<file path="src/hw/rtl/cag_pkg.sv">
// Shared types and codes of the 6502 effective-address unit.
// Used by cag_step and cpu6502_address_generator_top; no dependencies.
package cag_pkg;

  localparam int unsigned InDataW  = 48;
  localparam int unsigned OutDataW = 64;

  typedef enum logic [5:0] {
    PH_IDLE  = 6'b000001,
    PH_OPLO  = 6'b000010,
    PH_OPHI  = 6'b000100,
    PH_PTRLO = 6'b001000,
    PH_PTRHI = 6'b010000,
    PH_VALUE = 6'b100000
  } phase_e;

  typedef enum logic [3:0] {
    M_IMPL = 4'd0,
    M_IMM  = 4'd1,
    M_ABS  = 4'd2,
    M_ZP   = 4'd3,
    M_ABSX = 4'd4,
    M_ABSY = 4'd5,
    M_ZPX  = 4'd6,
    M_ZPY  = 4'd7,
    M_IND  = 4'd8,
    M_INDX = 4'd9,
    M_INDY = 4'd10,
    M_REL  = 4'd11,
    M_OPC  = 4'd12,
    M_VAL  = 4'd13
  } mode_e;

  typedef enum logic [1:0] {
    K_READ    = 2'd0,
    K_DONE    = 2'd1,
    K_IGNORED = 2'd2
  } kind_e;

  typedef enum logic {
    REQ_START = 1'b0,
    REQ_DATA  = 1'b1
  } req_e;

  typedef struct packed {
    phase_e      phase;
    logic [3:0]  active_mode;
    logic [15:0] prog_counter;
    logic [15:0] eff_addr;
    logic [15:0] pointer_addr;
    logic [7:0]  low_byte;
    logic [7:0]  x_latched;
    logic [7:0]  y_latched;
  } state_t;

  typedef struct packed {
    logic        req_type;
    logic [3:0]  mode;
    logic [15:0] pc_in;
    logic [7:0]  x_index;
    logic [7:0]  y_index;
    logic [7:0]  read_data;
  } item_t;

  typedef struct packed {
    kind_e       result_kind;
    logic [15:0] read_address;
    logic [15:0] effective_address;
    logic [15:0] next_pc;
    logic        page_crossed;
    logic [7:0]  fetched_byte;
  } result_t;

endpackage

</file>
<file path="src/hw/rtl/cag_step.sv">
// One step of the addressing sequencer: current state and one item in,
// next state and one result out. Combinational; depends on cag_pkg.
module cag_step (
  input  cag_pkg::state_t  st_i,
  input  cag_pkg::item_t   item_i,
  output cag_pkg::state_t  st_o,
  output cag_pkg::result_t res_o
);
  import cag_pkg::*;

  logic        done;
  logic        ignored;
  logic        crossed;
  logic [7:0]  byte_out;
  logic [15:0] rd_addr;
  logic [15:0] word;
  logic [7:0]  idx;
  logic [8:0]  low_sum;
  logic [7:0]  d;

  always_comb begin
    st_o     = st_i;
    done     = 1'b0;
    ignored  = 1'b0;
    crossed  = 1'b0;
    byte_out = 8'h00;
    rd_addr  = 16'h0000;
    d        = item_i.read_data;
    word     = {d, st_i.low_byte};
    idx      = (mode_e'(st_i.active_mode) == M_ABSX) ? st_i.x_latched : st_i.y_latched;
    low_sum  = {1'b0, word[7:0]} + {1'b0, idx};

    if (req_e'(item_i.req_type) == REQ_START) begin
      st_o.active_mode  = item_i.mode;
      st_o.prog_counter = item_i.pc_in;
      st_o.x_latched    = item_i.x_index;
      st_o.y_latched    = item_i.y_index;
      unique case (mode_e'(item_i.mode))
        M_IMM: begin
          st_o.eff_addr     = item_i.pc_in;
          st_o.prog_counter = item_i.pc_in + 16'd1;
          done              = 1'b1;
        end
        M_OPC: begin
          st_o.phase = PH_VALUE;
          rd_addr    = item_i.pc_in;
        end
        M_VAL: begin
          st_o.phase = PH_VALUE;
          rd_addr    = st_i.eff_addr;
        end
        M_ABS, M_ZP, M_ABSX, M_ABSY, M_ZPX, M_ZPY, M_IND, M_INDX, M_INDY, M_REL: begin
          st_o.phase = PH_OPLO;
          rd_addr    = item_i.pc_in;
        end
        default: done = 1'b1;
      endcase
    end else begin
      unique case (st_i.phase)
        PH_OPLO: begin
          st_o.low_byte     = d;
          st_o.prog_counter = st_i.prog_counter + 16'd1;
          unique case (mode_e'(st_i.active_mode))
            M_ZP: begin
              st_o.eff_addr = {8'h00, d};
              done          = 1'b1;
            end
            M_ZPX: begin
              st_o.eff_addr = {8'h00, d + st_i.x_latched};
              done          = 1'b1;
            end
            M_ZPY: begin
              st_o.eff_addr = {8'h00, d + st_i.y_latched};
              done          = 1'b1;
            end
            M_INDX: begin
              st_o.pointer_addr = {8'h00, d + st_i.x_latched};
              st_o.phase        = PH_PTRLO;
              rd_addr           = st_o.pointer_addr;
            end
            M_INDY: begin
              st_o.pointer_addr = {8'h00, d};
              st_o.phase        = PH_PTRLO;
              rd_addr           = st_o.pointer_addr;
            end
            M_REL: begin
              // Branch target: PC past the offset plus the sign-extended offset.
              st_o.eff_addr = st_o.prog_counter + {{8{d[7]}}, d};
              done          = 1'b1;
            end
            default: begin
              st_o.phase = PH_OPHI;
              rd_addr    = st_o.prog_counter;
            end
          endcase
        end
        PH_OPHI: begin
          st_o.prog_counter = st_i.prog_counter + 16'd1;
          unique case (mode_e'(st_i.active_mode))
            M_ABSX, M_ABSY: begin
              st_o.eff_addr = word + {8'h00, idx};
              crossed       = low_sum[8];
              done          = 1'b1;
            end
            M_IND: begin
              st_o.pointer_addr = word;
              st_o.phase        = PH_PTRLO;
              rd_addr           = word;
            end
            default: begin
              st_o.eff_addr = word;
              done          = 1'b1;
            end
          endcase
        end
        PH_PTRLO: begin
          st_o.low_byte = d;
          st_o.phase    = PH_PTRHI;
          // Zero-page pointers wrap inside page zero; the indirect jump does not.
          if (mode_e'(st_i.active_mode) == M_IND) begin
            rd_addr = st_i.pointer_addr + 16'd1;
          end else begin
            rd_addr = {8'h00, st_i.pointer_addr[7:0] + 8'd1};
          end
        end
        PH_PTRHI: begin
          if (mode_e'(st_i.active_mode) == M_INDY) begin
            st_o.eff_addr = word + {8'h00, st_i.y_latched};
            crossed       = low_sum[8];
          end else begin
            st_o.eff_addr = word;
          end
          done = 1'b1;
        end
        PH_VALUE: begin
          if (mode_e'(st_i.active_mode) == M_OPC) begin
            st_o.prog_counter = st_i.prog_counter + 16'd1;
          end
          byte_out = d;
          done     = 1'b1;
        end
        default: ignored = 1'b1;
      endcase
    end

    if (done) begin
      st_o.phase = PH_IDLE;
    end

    res_o = '0;
    priority if (ignored) begin
      res_o.result_kind = K_IGNORED;
    end else if (done) begin
      res_o.result_kind       = K_DONE;
      res_o.effective_address = st_o.eff_addr;
      res_o.next_pc           = st_o.prog_counter;
      res_o.page_crossed      = crossed;
      res_o.fetched_byte      = byte_out;
    end else begin
      res_o.result_kind  = K_READ;
      res_o.read_address = rd_addr;
    end
  end

endmodule

</file>
<file path="src/hw/rtl/cpu6502_address_generator_top.sv">
// Top level of the 6502 effective-address unit: input register, sequencer
// state, result register and stream ports. Depends on cag_pkg and cag_step.
//
//  channel  | dir | tdata                                  | tuser
//  ---------+-----+----------------------------------------+-------------
//  s_axis   | in  | mode, pc_in, x_index, y_index, read_data | req_type
//  m_axis   | out | read_address, effective_address,         | result_kind
//           |     | next_pc, page_crossed, fetched_byte      |
//
// Every transaction in gives exactly one transaction out, one per clock while
// m_axis accepts. Each item passes the input register, then the step logic
// into the result register; the sequencer state updates as the item leaves
// the input register. Reset (rst_ni low) empties both registers and puts the
// sequencer in idle with all addresses zero. A stall on m_axis holds the
// result; one more item waits in the input register before s_axis stalls.
module cpu6502_address_generator_top (
  input  logic                         clk_i,
  input  logic                         rst_ni,
  input  logic                         s_axis_tvalid_i,
  output logic                         s_axis_tready_o,
  // [3:0] mode, [19:4] pc_in, [27:20] x_index, [35:28] y_index,
  // [43:36] read_data, [47:44] zero
  input  logic [cag_pkg::InDataW-1:0]  s_axis_tdata_i,
  // [0] req_type
  input  logic [0:0]                   s_axis_tuser_i,
  output logic                         m_axis_tvalid_o,
  input  logic                         m_axis_tready_i,
  // [15:0] read_address, [31:16] effective_address, [47:32] next_pc,
  // [48] page_crossed, [56:49] fetched_byte, [63:57] zero
  output logic [cag_pkg::OutDataW-1:0] m_axis_tdata_o,
  // [1:0] result_kind
  output logic [1:0]                   m_axis_tuser_o
);
  import cag_pkg::*;

  // Input register.
  logic    in_valid_q;
  item_t   in_item_q;
  item_t   in_item_d;

  // Sequencer state.
  state_t  st_q;
  state_t  st_d;

  // Result register.
  logic    out_valid_q;
  result_t out_res_q;
  result_t step_res;

  logic    advance;
  logic    s_fire;

  // Advance the input item whenever the result register is free or draining.
  assign advance         = in_valid_q && (!out_valid_q || m_axis_tready_i);
  assign s_axis_tready_o = !in_valid_q || advance;
  assign s_fire          = s_axis_tvalid_i && s_axis_tready_o;

  always_comb begin
    in_item_d.req_type  = s_axis_tuser_i[0];
    in_item_d.mode      = s_axis_tdata_i[3:0];
    in_item_d.pc_in     = s_axis_tdata_i[19:4];
    in_item_d.x_index   = s_axis_tdata_i[27:20];
    in_item_d.y_index   = s_axis_tdata_i[35:28];
    in_item_d.read_data = s_axis_tdata_i[43:36];
  end

  cag_step u_step (
    .st_i   (st_q),
    .item_i (in_item_q),
    .st_o   (st_d),
    .res_o  (step_res)
  );

  // Valid flags and sequencer state.
  always_ff @(posedge clk_i or negedge rst_ni) begin
    if (!rst_ni) begin
      in_valid_q  <= 1'b0;
      out_valid_q <= 1'b0;
      st_q        <= '{phase: PH_IDLE, default: '0};
    end else begin
      if (s_fire) begin
        in_valid_q <= 1'b1;
      end else if (advance) begin
        in_valid_q <= 1'b0;
      end
      if (advance) begin
        out_valid_q <= 1'b1;
        st_q        <= st_d;
      end else if (m_axis_tready_i) begin
        out_valid_q <= 1'b0;
      end
    end
  end

  // Payload registers: load on transaction, hold otherwise.
  always_ff @(posedge clk_i) begin
    if (s_fire) begin
      in_item_q <= in_item_d;
    end
    if (advance) begin
      out_res_q <= step_res;
    end
  end

  assign m_axis_tvalid_o = out_valid_q;
  assign m_axis_tuser_o  = out_res_q.result_kind;
  assign m_axis_tdata_o  = {7'b0000000,
                            out_res_q.fetched_byte,
                            out_res_q.page_crossed,
                            out_res_q.next_pc,
                            out_res_q.effective_address,
                            out_res_q.read_address};

`ifndef ASSERT_OFF
  // A finished sequence always leaves the sequencer idle.
  a_done_idles: assert property (@(posedge clk_i) disable iff (!rst_ni)
    advance && (step_res.result_kind == K_DONE) |=> st_q.phase == PH_IDLE)
    else $error("sequencer not idle after done result");

  // A read request always leaves a sequence waiting for its byte.
  a_read_busy: assert property (@(posedge clk_i) disable iff (!rst_ni)
    advance && (step_res.result_kind == K_READ) |=> st_q.phase != PH_IDLE)
    else $error("read request issued but sequencer idle");

  // A stalled result is never dropped or overwritten.
  a_hold_result: assert property (@(posedge clk_i) disable iff (!rst_ni)
    out_valid_q && !m_axis_tready_i |=> out_valid_q && $stable(out_res_q))
    else $error("stalled result lost");

  // Page crossing is reported only with a done result.
  a_cross_done: assert property (@(posedge clk_i) disable iff (!rst_ni)
    out_valid_q && (out_res_q.result_kind != K_DONE) |-> !out_res_q.page_crossed)
    else $error("page_crossed set outside done result");
`endif

endmodule

</file>
<file path="config.mk">
export PLATFORM = sky130hd
export DESIGN_NAME = cpu6502_address_generator_top
export DESIGN_NICKNAME = d
export VERILOG_FILES = /design/src/hw/rtl/cag_pkg.sv /design/src/hw/rtl/cag_step.sv /design/src/hw/rtl/cpu6502_address_generator_top.sv
export SDC_FILE = /design/constraint.sdc
export NUM_CORES = 1
export LEC_CHECK = 0
export BUFFER_PORTS_ARGS = -buffer_cell sky130_fd_sc_hd__buf_2
export CAP_MARGIN = 5
export CORE_ASPECT_RATIO = 0.7
export CORE_MARGIN = 2
export CORE_UTILIZATION = 57
export CTS_CLUSTER_DIAMETER = 50
export DETAILED_ROUTE_END_ITERATION = 16
export PLACE_DENSITY = 0.81
export RECOVER_POWER = 25
export SETUP_SLACK_MARGIN = 0.02
export SLEW_MARGIN = 20
export SYNTH_ARGS = -nofsm -noshare
export SYNTH_HDL_FRONTEND = slang
export SYNTH_SLANG_ARGS = --single-unit
export TNS_END_PERCENT = 10
</file>
<file path="constraint.sdc">
create_clock -name clk_i -period 6.9 [get_ports clk_i]
set_input_delay 0.345 -clock clk_i [delete_from_list [all_inputs] [get_ports clk_i]]
set_output_delay 0.345 -clock clk_i [all_outputs]
set_load 0.03 [all_outputs]
</file>
==> Word-level counts from Yosys, hierarchy flattened <==
Index checks and enable logic that the tools add are counted.
{ "word_totals": {"register_bits": 188, "in_bits": 53, "out_inout_bits": 68, "elab_cells": 136} }
{ "op_classes": {"n_addsub": 10, "eq_ne": 33, "muxes": 39, "n_bitwise": 3, "reduce_logical": 29} }
{ "op_table": {"columns": ["cell", "count"], "rows": [
  ["$pmux 16 s2", 5],
  ["$pmux 16 s3", 3],
  ["$mux 16", 6],
  ["$mux 32", 2],
  ["$pmux 16 s4", 1],
  ["$add 16x1->16 const B", 3],
  ["$eq 4x4->1 const B", 11],
  ["$add 16x8->16", 2],
  ["$eq 4x3->1 const B", 8],
  ["$pmux 6 s2", 2],
  ["$mux 6", 3],
  ["$pmux 6 s3", 1],
  ["$add 16x16->16", 1],
  ["$add 8x8->8", 2],
  ["$reduce_or 2->1", 8],
  ["$mux 1", 13],
  ["$eq 4x2->1 const B", 3],
  ["$reduce_or 12->1", 1],
  ["$reduce_or 11->1", 1],
  ["$reduce_and 5->1", 2],
  ["$reduce_or 10->1", 1],
  ["$add 8x8->9", 1],
  ["$add 8x1->8 const B", 1],
  ["$mux 8", 1],
  ["other kinds (24)", 32]
]} }

==> Logic depth before layout (Yosys ltp) <==
Gate-level depths: netlist of the first run.
{ "depth": {"word_depth": 7, "depth_mapped": 16, "depth_no_buf": 15} }

==> By module <==
From an unflattened synthesis of the first run, not the netlist that was laid out.
{ "unflattened": {"cells_unflattened": 1332, "area_unflattened_um2": 13451.7} }
{ "modules_own_cells": {"columns": ["module", "instances", "cells_per_inst", "area_each_um2", "seq_area_each_um2"], "rows": [
  ["cag_step", 1, 1038, 6771.5, 0.0],
  ["cpu6502_address_generator_top", 1, 294, 6680.2, 5226.3]
]} }

==> Least setup slack after synthesis of the first run <==
Ideal clock, no wire load.
{ "synth_timing": {"path_kind": "flip-flop to flip-flop", "start": "register st_q[73] in the netlist's numbering", "end": "register out_res_q, in the netlist m_axis_tdata_o[25] (data pin)", "setup_ns": 0.256, "arrival_ns": 3.551, "required_ns": 6.644, "setup_slack_ns": 3.093, "path_stages_with_launch": 14, "path_buffers": 1, "period_less_slack_ns": 3.807, "path_cell_list": "dfrtp_1 > buf_6 > or3b_2 > nor2_1 > mux2_2 > ha_1 > a21oi_1 > a2111oi_0 > nor3_1 > nor2b_1 > xnor2_1 > a221oi_1 > o221ai_1 > o211a_1"} }
{ "synth_between": {"elab_chain_len": 7, "elab_cells_between_ends": 23, "classes_between": "add/sub (1); eq/ne (8); mux (10); bitwise (1); reduce/logical (3)"} }
{ "synth_lines": {"columns": ["element", "line_no", "source"], "rows": [
  ["start: declaration", "cpu6502_address_generator_top.sv:42", "state_t st_q;"],
  ["start signal: assignment", "cpu6502_address_generator_top.sv:88", "st_q <= st_d;"],
  ["parallel branches: the longest is 7 deep, another holds $add 16x8->16", null, null],
  ["end signal: assignment", "cpu6502_address_generator_top.sv:101", "out_res_q <= step_res;"],
  ["end: declaration", "cpu6502_address_generator_top.sv:47", "result_t out_res_q;"]
]} }
Parallel ways; which one is timed is not known.
A chain may end at the register's enable or synchronous reset.

==> Final worst setup path of the first run <==
{ "layout_timing": {"start": "register st_q[74] in the netlist's numbering", "end": "register out_res_q, in the netlist m_axis_tdata_o[31] (data pin)"} }
The elaborated chain is that of the path after synthesis.

==> results.cfg, run 1 <==
[sta]
setup-tns-final_ns = 0
rsz0062_at_grt = false
whs_ns = 0.0594
hold_viol = 0
min_period_over_period = 0.721
fin_crit_ns = 4.97
worst_slew_pin_slew_ns = 1.82
setup_viol = 0
skew_ns = 0.0156
slew_viol_final = 32
slew_headroom = -0.212
fmax_ghz = 0.201

[floorplanning]
dieArea_um2 = 23500
die_y_um = 129
die_x_um = 182
io_pins = 121
core_region_area_um2 = 21800
start_util = 0.583
rows = 45

[min_path]
worstHoldStart = s_axis_tdata_i[21]
hold-path-endpoint = in_item_q[17]$_DFFE_PP_
hold_path_depth = 1
hold_path.class = input port to flop

[worst_setup_path]
cpPeakStageDelay_ns = 0.69
reg2reg_slack_ns = 1.93
crit_fanout = 18
setup.worst_path.end_class = flop
reg2reg_depth = 12
reg2reg_to = m_axis_tdata_o[31]$_SDFFCE_PP0P_
cp_data_required_time_ns = 7.06
cp.arrival_ns = 5.13
path_class = flop to flop
slowest_stage = dfrtp_1
path_cells = or3b_2 > nor2_1 > mux2_2 > ha_1 > a21oi_1 > a2111oi_0 > nor3_1 > o21a_1 > o21ai_0 > nand2_1 > a2111oi_2 > a211oi_1
r2r_start = st_q[74]$_DFFE_PN0P_
startpoint_type = flop

[placement]
io_buffers = 109
dpl.hpwl_um = 30100
globalplace.congestion = 1.04

[pwr]
clockPowerShare = 0.184
vdd_drop_max_uv = 240
switching_share = 0.452
p_comb_frac = 0.474
switching_power_mw = 2.33
seq_power_share = 0.343
power_leakage_nw = 5.49
power_density_nw_per_um2 = 371
p_int_mw = 2.83

[cts]
clock_sinks = 188
clk_latency_ns = 0.46
path_clk_slew_ns = 0.08
clk_path_buf_depth = 2
cts_tree = yes
cts_made_buffers = 17
cts_htree_levels = 4
root_buffer = clkbuf_16
post_cts_buffers = 0

[finish]
fin_util = 0.638
fillerInstances = 1860
diodes = 0
multi_input_area_um2 = 7010
layout.nets = 1532
synthToLayoutAreaGrowth_pct = 9.51
layout-drive-gt1-share = 0.134
seqCellArea_um2 = 5230

[outcome]
status = finished with violations
violations = max-capacitance violations, max-slew violations

[detailed_routing]
wire_per_inst_um = 23.9
drc = 0
drt.antenna.violating_nets = 0
routed_wl_um = 41100
viasPerCell = 6.71
drtIter0Drc = 1677
dr.pass1.iters = 6
num_vias = 11500

[global_route]
grt_max_degree = 69
antenna_found_initial = 0
grtUsageTotal = 0.357
grt_pass1_wl_um = 62800
first_global_vias = 10600
overflow = 0

[logic_synthesis]
ys.flop_type = edfxtp_1
synthArstFlopShare = 0.447
netlist_instances = 1357
syn_area_per_cell_um2 = 9.36
synth_edf_count = 104
syn_area_um2 = 12700
synth_seq_area_share = 0.412
yosysWarnings = 0
ys_seq_elements = 188
ys_types = 93

[flow_run]
cap_violations = 1
[per-layer routing]
metal	vias up	wire (um)	track usage
met3	107	5340	0.0968
met2	804	17100	0.511
met5	-	0	0
li1	5151	-	-
met4	0	1180	0.128
met1	5469	17500	0.522
[cell usage in the layout, fill, tap and decap left out, types with 10 or more instances in the layout]
cell	n
nand2_1	186
a22oi_1	13
nor2b_1	19
edfxtp_1	104
and2_1	16
o21ai_0	71
xnor2_1	61
nor3_1	25
and3_1	13
dfrtp_1	83
o211ai_1	10
xor2_1	37
nand3_1	31
nor2_1	108
mux2i_1	14
a21o_1	14
a221oi_1	29
a211oi_1	25
clkbuf_1	34
nand4_1	10
a21oi_1	80
buf_4	21
nand2b_1	13
buf_2	76
o22ai_1	30
mux2_2	23
clkbuf_16	17
inv_1	22
ha_1	51
[area by class of cell]
class	instances	area share
multi-input cells	1060	0.504
flip-flops and latches	188	0.376
repair buffers	131	0.0483
clock buffers	18	0.0309
well taps	282	0.0254
clock inverters	14	0.00855
inverters	25	0.00684
[state kept, by name, summed over array words and instances (netlist names)]
name / cells
m_axis_tvalid_o: 1
st_q: 82
in_item_q: 45
m_axis_tdata_o: 57
m_axis_tuser_o: 2
in_valid_q: 1
[through the flow]
step	std cells	cell area, um^2	setup slack [ns]	total power, mW
after global placement	1685	13400	2.12	4.08
after detailed placement	1685	13400	2.04	4.13
after floorplan	1363	12700	3.09	3.41
final	1718	13900	1.93	5.16
after global routing	1718	13900	1.62	5.41
after CTS	1718	13900	2.01	5.08
[cells by family after synthesis]
family / Yosys count / synth area share
adder cells (fa/ha/maj): 56 / 0.0581
XOR/XNOR: 99 / 0.0694
flip-flops: 188 / 0.412
multiplexers: 37 / 0.0314
AO/OA/AOI/OAI: 379 / 0.206
other: 1 / 0.000295
buffers and inverters: 115 / 0.0397
AND/OR/NAND/NOR: 482 / 0.184
[critical path: cells and delay by family (launching register included)]
family	cells	cell delay, ns
AOI/OAI and AO/OA	6	1.73
adders and majority gates	1	0.31
DFF	1	0.69
muxes	1	0.43
and+or+nand+nor	4	1.50
[worst max-delay path by stage]
stage / end / start / cells after the start / slack (ns)
floorplan: m_axis_tdata_o[25]$_SDFFCE_PP0P_ / st_q[73]$_DFFE_PN0P_ / 13 / 3.09
global placement: m_axis_tdata_o[31]$_SDFFCE_PP0P_ / st_q[74]$_DFFE_PN0P_ / 12 / 2.12
detailed placement: m_axis_tdata_o[31]$_SDFFCE_PP0P_ / st_q[74]$_DFFE_PN0P_ / 12 / 2.04
CTS: m_axis_tdata_o[31]$_SDFFCE_PP0P_ / st_q[74]$_DFFE_PN0P_ / 12 / 2.01
global route: m_axis_tdata_o[31]$_SDFFCE_PP0P_ / st_q[74]$_DFFE_PN0P_ / 12 / 1.62
finish: m_axis_tdata_o[31]$_SDFFCE_PP0P_ / st_q[74]$_DFFE_PN0P_ / 12 / 1.93
[cells in the mapped netlist (5+ instances only)]
cell type	n	area [um^2]
nand2_1	186	698
nor2_1	108	405
edfxtp_1	104	3120
dfrtp_1	83	2080
a21oi_1	80	400
o21ai_0	71	355
xnor2_1	61	534
clkbuf_1	55	206
ha_1	51	638
xor2_1	37	324
nand3_1	32	160
o22ai_1	30	188
a221oi_1	29	254
a211oi_1	25	188
nor3_1	25	125
mux2_2	23	259
buf_2	22	110
inv_1	22	82.6
nor2b_1	19	119
and2_1	17	106
a21o_1	14	105
mux2i_1	14	140
a22oi_1	13	97.6
and3_1	13	81.3
nand2b_1	13	81.3
nand4_1	10	62.6
o211ai_1	10	75.1
o21a_1	9	67.6
o21ai_1	9	45.0
buf_4	8	60.1
a31oi_1	7	43.8
o22a_1	7	61.3
a222oi_1	6	60.1
nor2_2	6	37.5
o21bai_1	6	45.0
o31ai_1	6	45.0
or3_1	6	37.5
and4_1	5	43.8
fa_1	5	100
nand3b_1	5	37.5
[power groups by stage]
stage               Sequential (mW)  Combinational (mW)  Clock [mW]
CTS                            1.75                2.37       0.954
global route                   1.79                2.62        1.00
global placement               1.76                2.32           0
floorplan                      1.72                1.69           0
detailed placement             1.77                2.36           0
finish                         1.77                2.44       0.947
[what timing repair did]
item,in CTS,in global routing
hold endpoints to repair,30,0
resized for setup,0,0
hold buffers,1,0
(Power assumes the default switching activity.)
==> run 2, diff against run 1 <==
--- a/config.mk
+++ b/config.mk
@@ -5,6 +5,7 @@
 export SDC_FILE = /design/constraint.sdc
 export NUM_CORES = 1
 export LEC_CHECK = 0
+export ABC_AREA = 1
 export BUFFER_PORTS_ARGS = -buffer_cell sky130_fd_sc_hd__buf_2
 export CAP_MARGIN = 5
 export CORE_ASPECT_RATIO = 0.7
==> constraint.sdc (replaced) <==
create_clock -name clk_i -period 5 [get_ports clk_i]
set_input_delay 0.25 -clock clk_i [delete_from_list [all_inputs] [get_ports clk_i]]
set_output_delay 0.25 -clock clk_i [all_outputs]
set_load 0.03 [all_outputs]
==> results.cfg, run 2 <==
[global_route]
grt_max_degree = 76
grtUsageTotal = 0.415
overflow = 0
grt_pass1_wl_um = 72800
antenna_found_initial = 2
first_global_vias = 12000

[logic_synthesis]
yosysWarnings = 0
ys_types = 57
ys.flop_type = edfxtp_1
yosys-top-cells-count = nand2_1, inv_1, nor2_1
syn_area_um2 = 13100
netlist_instances = 1702
synthArstFlopShare = 0.447
syn_area_per_cell_um2 = 7.68
synth_area_leader_cell = edfxtp_1
synth.most_common_cell = nand2_1
synth_edf_count = 104
synth_top_area_frac = 0.239
synth_seq_area_share = 0.400
ys_top_cells_by_area = edfxtp_1, dfrtp_1, nand2_1
ys_seq_elements = 188

[floorplanning]
die_y_um = 131
die_x_um = 185
start_util = 0.579
rows = 46
io_pins = 121
core_region_area_um2 = 22600
dieArea_um2 = 24200

[worst_setup_path]
path_class = flop to flop
path_cells = nor2_1 > nand2_1 > mux2_2 > ha_1 > nand2_1 > nand2_1 > nand2_1 > nand3_1 > a21oi_1 > o21ai_0 > nand3_1 > nand2_1 > nor2_1 > nand2_1 > nand2_1 > a21oi_1
cp_data_required_time_ns = 5.19
setup.worst_path.end_class = flop
crit_fanout = 9
cpPeakStageDelay_ns = 0.60
startpoint_type = flop
crit_family = simple AND/OR/NAND/NOR gates
slowest_stage = a21oi_1
crit_top_cell = nand2_1
worst-path-buf-inv = 0
cp.arrival_ns = 3.87

[detailed_routing]
wire_per_inst_um = 22.7
num_vias = 13200
viasPerCell = 6.10
routed_wl_um = 49200
dr.pass1.iters = 6
drc = 0
drt.antenna.violating_nets = 0
drtIter0Drc = 1848

[sta]
setup-tns-final_ns = 0
slew_viol_final = 42
setup_viol = 0
fmax_ghz = 0.271
skew_ns = 0.0238
whs_ns = 0.0490
worst_slew_pin_slew_ns = 2.40
slew_headroom = -0.598
hold_viol = 0
rsz0062_at_grt = false
min_period_over_period = 0.737
fin_crit_ns = 3.69

[cts]
clk_path_buf_depth = 2
cts_htree_levels = 4
root_buffer = clkbuf_16
cts_made_buffers = 17
cts_tree = yes
path_clk_slew_ns = 0.08
clock_sinks = 188
clk_latency_ns = 0.47
cts_resized = 0

[placement]
dpl.hpwl_um = 37100
dpl.cell_count = 2082
io_buffers = 109
globalplace.congestion = 1.06

[pwr]
vdd_drop_max_uv = 442
power_leakage_nw = 6.79
power_density_nw_per_um2 = 549
power_mw = 8.17

[finish]
finalNonFillerCells = 2163
seqCellArea_um2 = 5230
final_common_cell = nand2_1
multi_input_area_um2 = 6820
fillerInstances = 1927
synthToLayoutAreaGrowth_pct = 13.8
most-common-layout-cells = nand2_1, inv_1, nor2_1
largest_register_ffs = 82
top_register = st_q
layout-drive-gt1-share = 0.125
layout.nets = 1944

[min_path]
hold_path.class = input port to flop

[flow_run]
cap_violations = 1

[outcome]
violations = max-capacitance violations, max-slew violations
status = finished with violations
-- run 2: path summary, 6_finish.rpt --
| check | startpoint | endpoint | slack, ns | cells after the start |
|---|---|---|---|---|
| setup / recovery | st_q[72]$_DFFE_PN0P_ | m_axis_tdata_o[28]$_SDFFCE_PP0P_ | 1.31 | 16 |
| hold / removal | s_axis_tvalid_i | in_valid_q$_DFFE_PN0P_ | 0.05 | 3 |
| setup reg to reg | st_q[72]$_DFFE_PN0P_ | m_axis_tdata_o[28]$_SDFFCE_PP0P_ | 1.31 | 16 |
| hold reg to reg | in_item_q[16]$_DFFE_PP_ | st_q[8]$_DFFE_PN0P_ | 0.49 | 1 |
| max in group asynchronous | rst_ni | st_q[81]$_DFFE_PN0P_ | 2.21 | 3 |
| min in group asynchronous | rst_ni | st_q[37]$_DFFE_PN0P_ | 1.07 | 2 |
-- run 2: layer usage --
metal  up-vias  track usage  wire length [um]
li1       5994            -                 -
met1      6173        0.593             20500
met2       945        0.599             20200
met3        80        0.154              7580
met4         0       0.0948               854
met5         -            0                 0
-- run 2: where the power goes --
part | internal (mW) | switching, mW | leakage [nW]
clock | 0.738 | 0.713 | 0.300
sequential | 2.07 | 0.552 | 2.06
combinational | 1.26 | 2.84 | 4.43
total | 4.07 | 4.11 | 6.79
-- run 2: what timing repair did --
item                      4_1_cts  5_1_grt
setup buffers                   0        0
hold endpoints to repair       85        0
hold buffers                   46        0
-- run 2: cell type report --
| type | instances | area share |
|---|---|---|
| Timing Repair Buffer | 167 | 0.0716 |
| Antenna cell | 3 | 0.000505 |
| Inverter | 195 | 0.0496 |
| Sequential cell | 188 | 0.351 |
| Multi-Input combinational cell | 1266 | 0.459 |
| Clock inverter | 14 | 0.0125 |
| Tap cell | 312 | 0.0263 |
| Clock buffer | 18 | 0.0295 |
-- run 2: worst min-delay path: stages --
cell and delay [ns]:
buf_2 0.08, nand2_1 0.08, nand2_1 0.06
-- run 2: per-stage QoR --
step | setup slack [ns] | area, um^2 | util
2_1_floorplan | 1.87 | 13100 | -
3_3_place_gp | 1.52 | 13800 | 0.612
3_5_place_dp | 1.47 | 13800 | 0.612
4_1_cts | 1.44 | 14900 | 0.660
5_1_grt | 1.09 | 14900 | 0.659
6_report | 1.31 | 14900 | 0.659
-- run 2: cell families after synthesis --
| family | count (synthesis) | synth area share |
|---|---|---|
| mux | 23 | 0.0198 |
| fa+ha+maj | 56 | 0.0565 |
| compound gates | 353 | 0.155 |
| xor+xnor | 35 | 0.0235 |
| simple gates | 792 | 0.266 |
| buf+inv | 254 | 0.0800 |
| flops | 188 | 0.400 |
| other cells | 1 | 0.000287 |
==> run 3, diff against run 2 <==
==> constraint.sdc (replaced) <==
create_clock -name clk_i -period 3.6 [get_ports clk_i]
set_input_delay 0.18 -clock clk_i [delete_from_list [all_inputs] [get_ports clk_i]]
set_output_delay 0.18 -clock clk_i [all_outputs]
set_load 0.03 [all_outputs]
==> results.cfg, run 3 (synthesis gave the netlist of run 2 again) <==
[flow_run]
cap_violations = 1

[detailed_routing]
routed_wl_um = 49700
drtIter0Drc = 2113
drt.antenna.violating_nets = 0
viasPerCell = 6.13
wire_per_inst_um = 22.7
dr.pass1.iters = 6
num_vias = 13400
drc = 0

[worst_setup_path]
setup.worst_path.end_class = flop
startpoint_type = flop
cp.arrival_ns = 3.73
reg2reg_depth = 21
crit_fanout = 4
path_class = flop to flop
crit_path_start = st_q[57]$_DFFE_PN0P_
cp_data_required_time_ns = 3.82
r2r_start = st_q[57]$_DFFE_PN0P_

[finish]
fillerInstances = 1891
synthToLayoutAreaGrowth_pct = 15.5
top_register = st_q
layout.nets = 1967
final_common_cell = nand2_1
most-common-layout-cells = nand2_1, inv_1, nor2_1
largest_register_ffs = 82
layout-drive-gt1-share = 0.154

[global_route]
gr-usage-met3 = 0.128
antenna_found_initial = 8
top_usage_layer = met1
overflow = 0
grt_pass1_wl_um = 72800
met1_usage = 0.632
met2_usage = 0.575
grt_max_degree = 86
grtUsageTotal = 0.416
first_global_vias = 11900

[cts]
root_buffer = clkbuf_16
cts_tree = yes
path_clk_slew_ns = 0.08
cts_made_buffers = 17
cts_htree_levels = 4
clock_sinks = 188
clk_latency_ns = 0.47
clk_path_buf_depth = 2

[sta]
fin_ws_ns = 0.0977
slew_viol_final = 65
hold_viol = 0
skew_ns = 0.0162
slew_headroom = -0.205
setup_viol = 0
worst_slew_pin_slew_ns = 1.81
min_period_over_period = 0.973
fin_crit_ns = 3.50
rsz0062_at_grt = true
fmax_ghz = 0.286
setup-tns-final_ns = 0

[placement]
globalplace.congestion = 1.03
io_buffers = 109
dpl.hpwl_um = 37500
dp_slack_ns = 0.124

[outcome]
status = finished with violations
violations = max-capacitance violations, max-slew violations

[floorplanning]
core_region_area_um2 = 22600
start_util = 0.579
io_pins = 121
die_y_um = 131
dieArea_um2 = 24200
rows = 46
die_x_um = 185

[pwr]
power_leakage_nw = 6.94
power_mw = 11.4
vdd_drop_max_uv = 459
power_density_nw_per_um2 = 756

[min_path]
worstHoldStart = s_axis_tdata_i[35]
hold_path_depth = 2
hold_path.class = input port to flop
-- run 3: worst max-delay path, cell delays in order (launching register included) --
cell and delay [ns]:
dfrtp_1 0.39, ha_2 0.21, nand2_1 0.09, nor2_4 0.13, nand4_1 0.20, nor3_2 0.35
nand2_2 0.15, o21bai_1 0.20, o21ai_2 0.10, inv_2 0.09, ha_4 0.21, a21o_1 0.19
nor2_1 0.12, nand2_1 0.08, a21oi_2 0.13, nand3_1 0.09, nand3_1 0.16, nand2_1 0.07
nand2_1 0.06, nand3_1 0.07, nand2_1 0.11, a21oi_2 0.06
-- run 3: metrics by stage --
stage	util	hold WS (ns)	std cells	instance area [um^2]
2_1_floorplan	-	-0.116	1708	13100
3_3_place_gp	0.619	0.353	2100	14000
5_1_grt	0.669	0.419	2184	15100
3_5_place_dp	0.619	0.351	2100	14000
6_report	0.669	0.416	2185	15100
4_1_cts	0.665	0.416	2179	15000
-- run 3: worst paths after layout --
| path | endpoint | slack (ns) |
|---|---|---|
| worst min register to register | st_q[7]$_DFFE_PN0P_ | 0.48 |
| worst max-delay path | m_axis_tdata_o[31]$_SDFFCE_PP0P_ | 0.1 |
| worst min-delay path | in_item_q[15]$_DFFE_PP_ | 0.42 |
| worst max register to register | m_axis_tdata_o[31]$_SDFFCE_PP0P_ | 0.1 |
| max in group asynchronous | st_q[67]$_DFFE_PN0P_ | 1.69 |
| min in group asynchronous | st_q[19]$_DFFE_PN0P_ | 0.70 |
-- run 3: power breakdown --
part / total [mW] / internal [mW] / switching, mW
Clock: 1.85 / 0.905 / 0.941
Sequential: 3.64 / 2.88 / 0.767
Combinational: 5.92 / 1.89 / 4.03
-- run 3: per-layer routing --
layer	up-vias	part of all wire
met5	-	0.00085
met4	6	0.020
met3	95	0.14
met2	905	0.40
met1	6331	0.44
li1	6055	-
-- run 3: repair_timing --
item / CTS / global route
endpoints found under the setup margin: 0 / 15
resized for setup: 0 / 20
hold buffers: 48 / 0
setup buffers: 0 / 3
hold endpoints to repair: 109 / 0
-- run 3: area by class of cell --
type | instances | area, um^2 | share of cell area
Tap cell | 312 | 390 | 0.0258
Multi-Input combinational cell | 1266 | 6900 | 0.457
Timing Repair Buffer | 190 | 1280 | 0.0850
Inverter | 195 | 736 | 0.0487
Sequential cell | 188 | 5230 | 0.346
Clock inverter | 14 | 130 | 0.00862
Antenna cell | 3 | 7.51 | 0.000497
Clock buffer | 17 | 425 | 0.0282
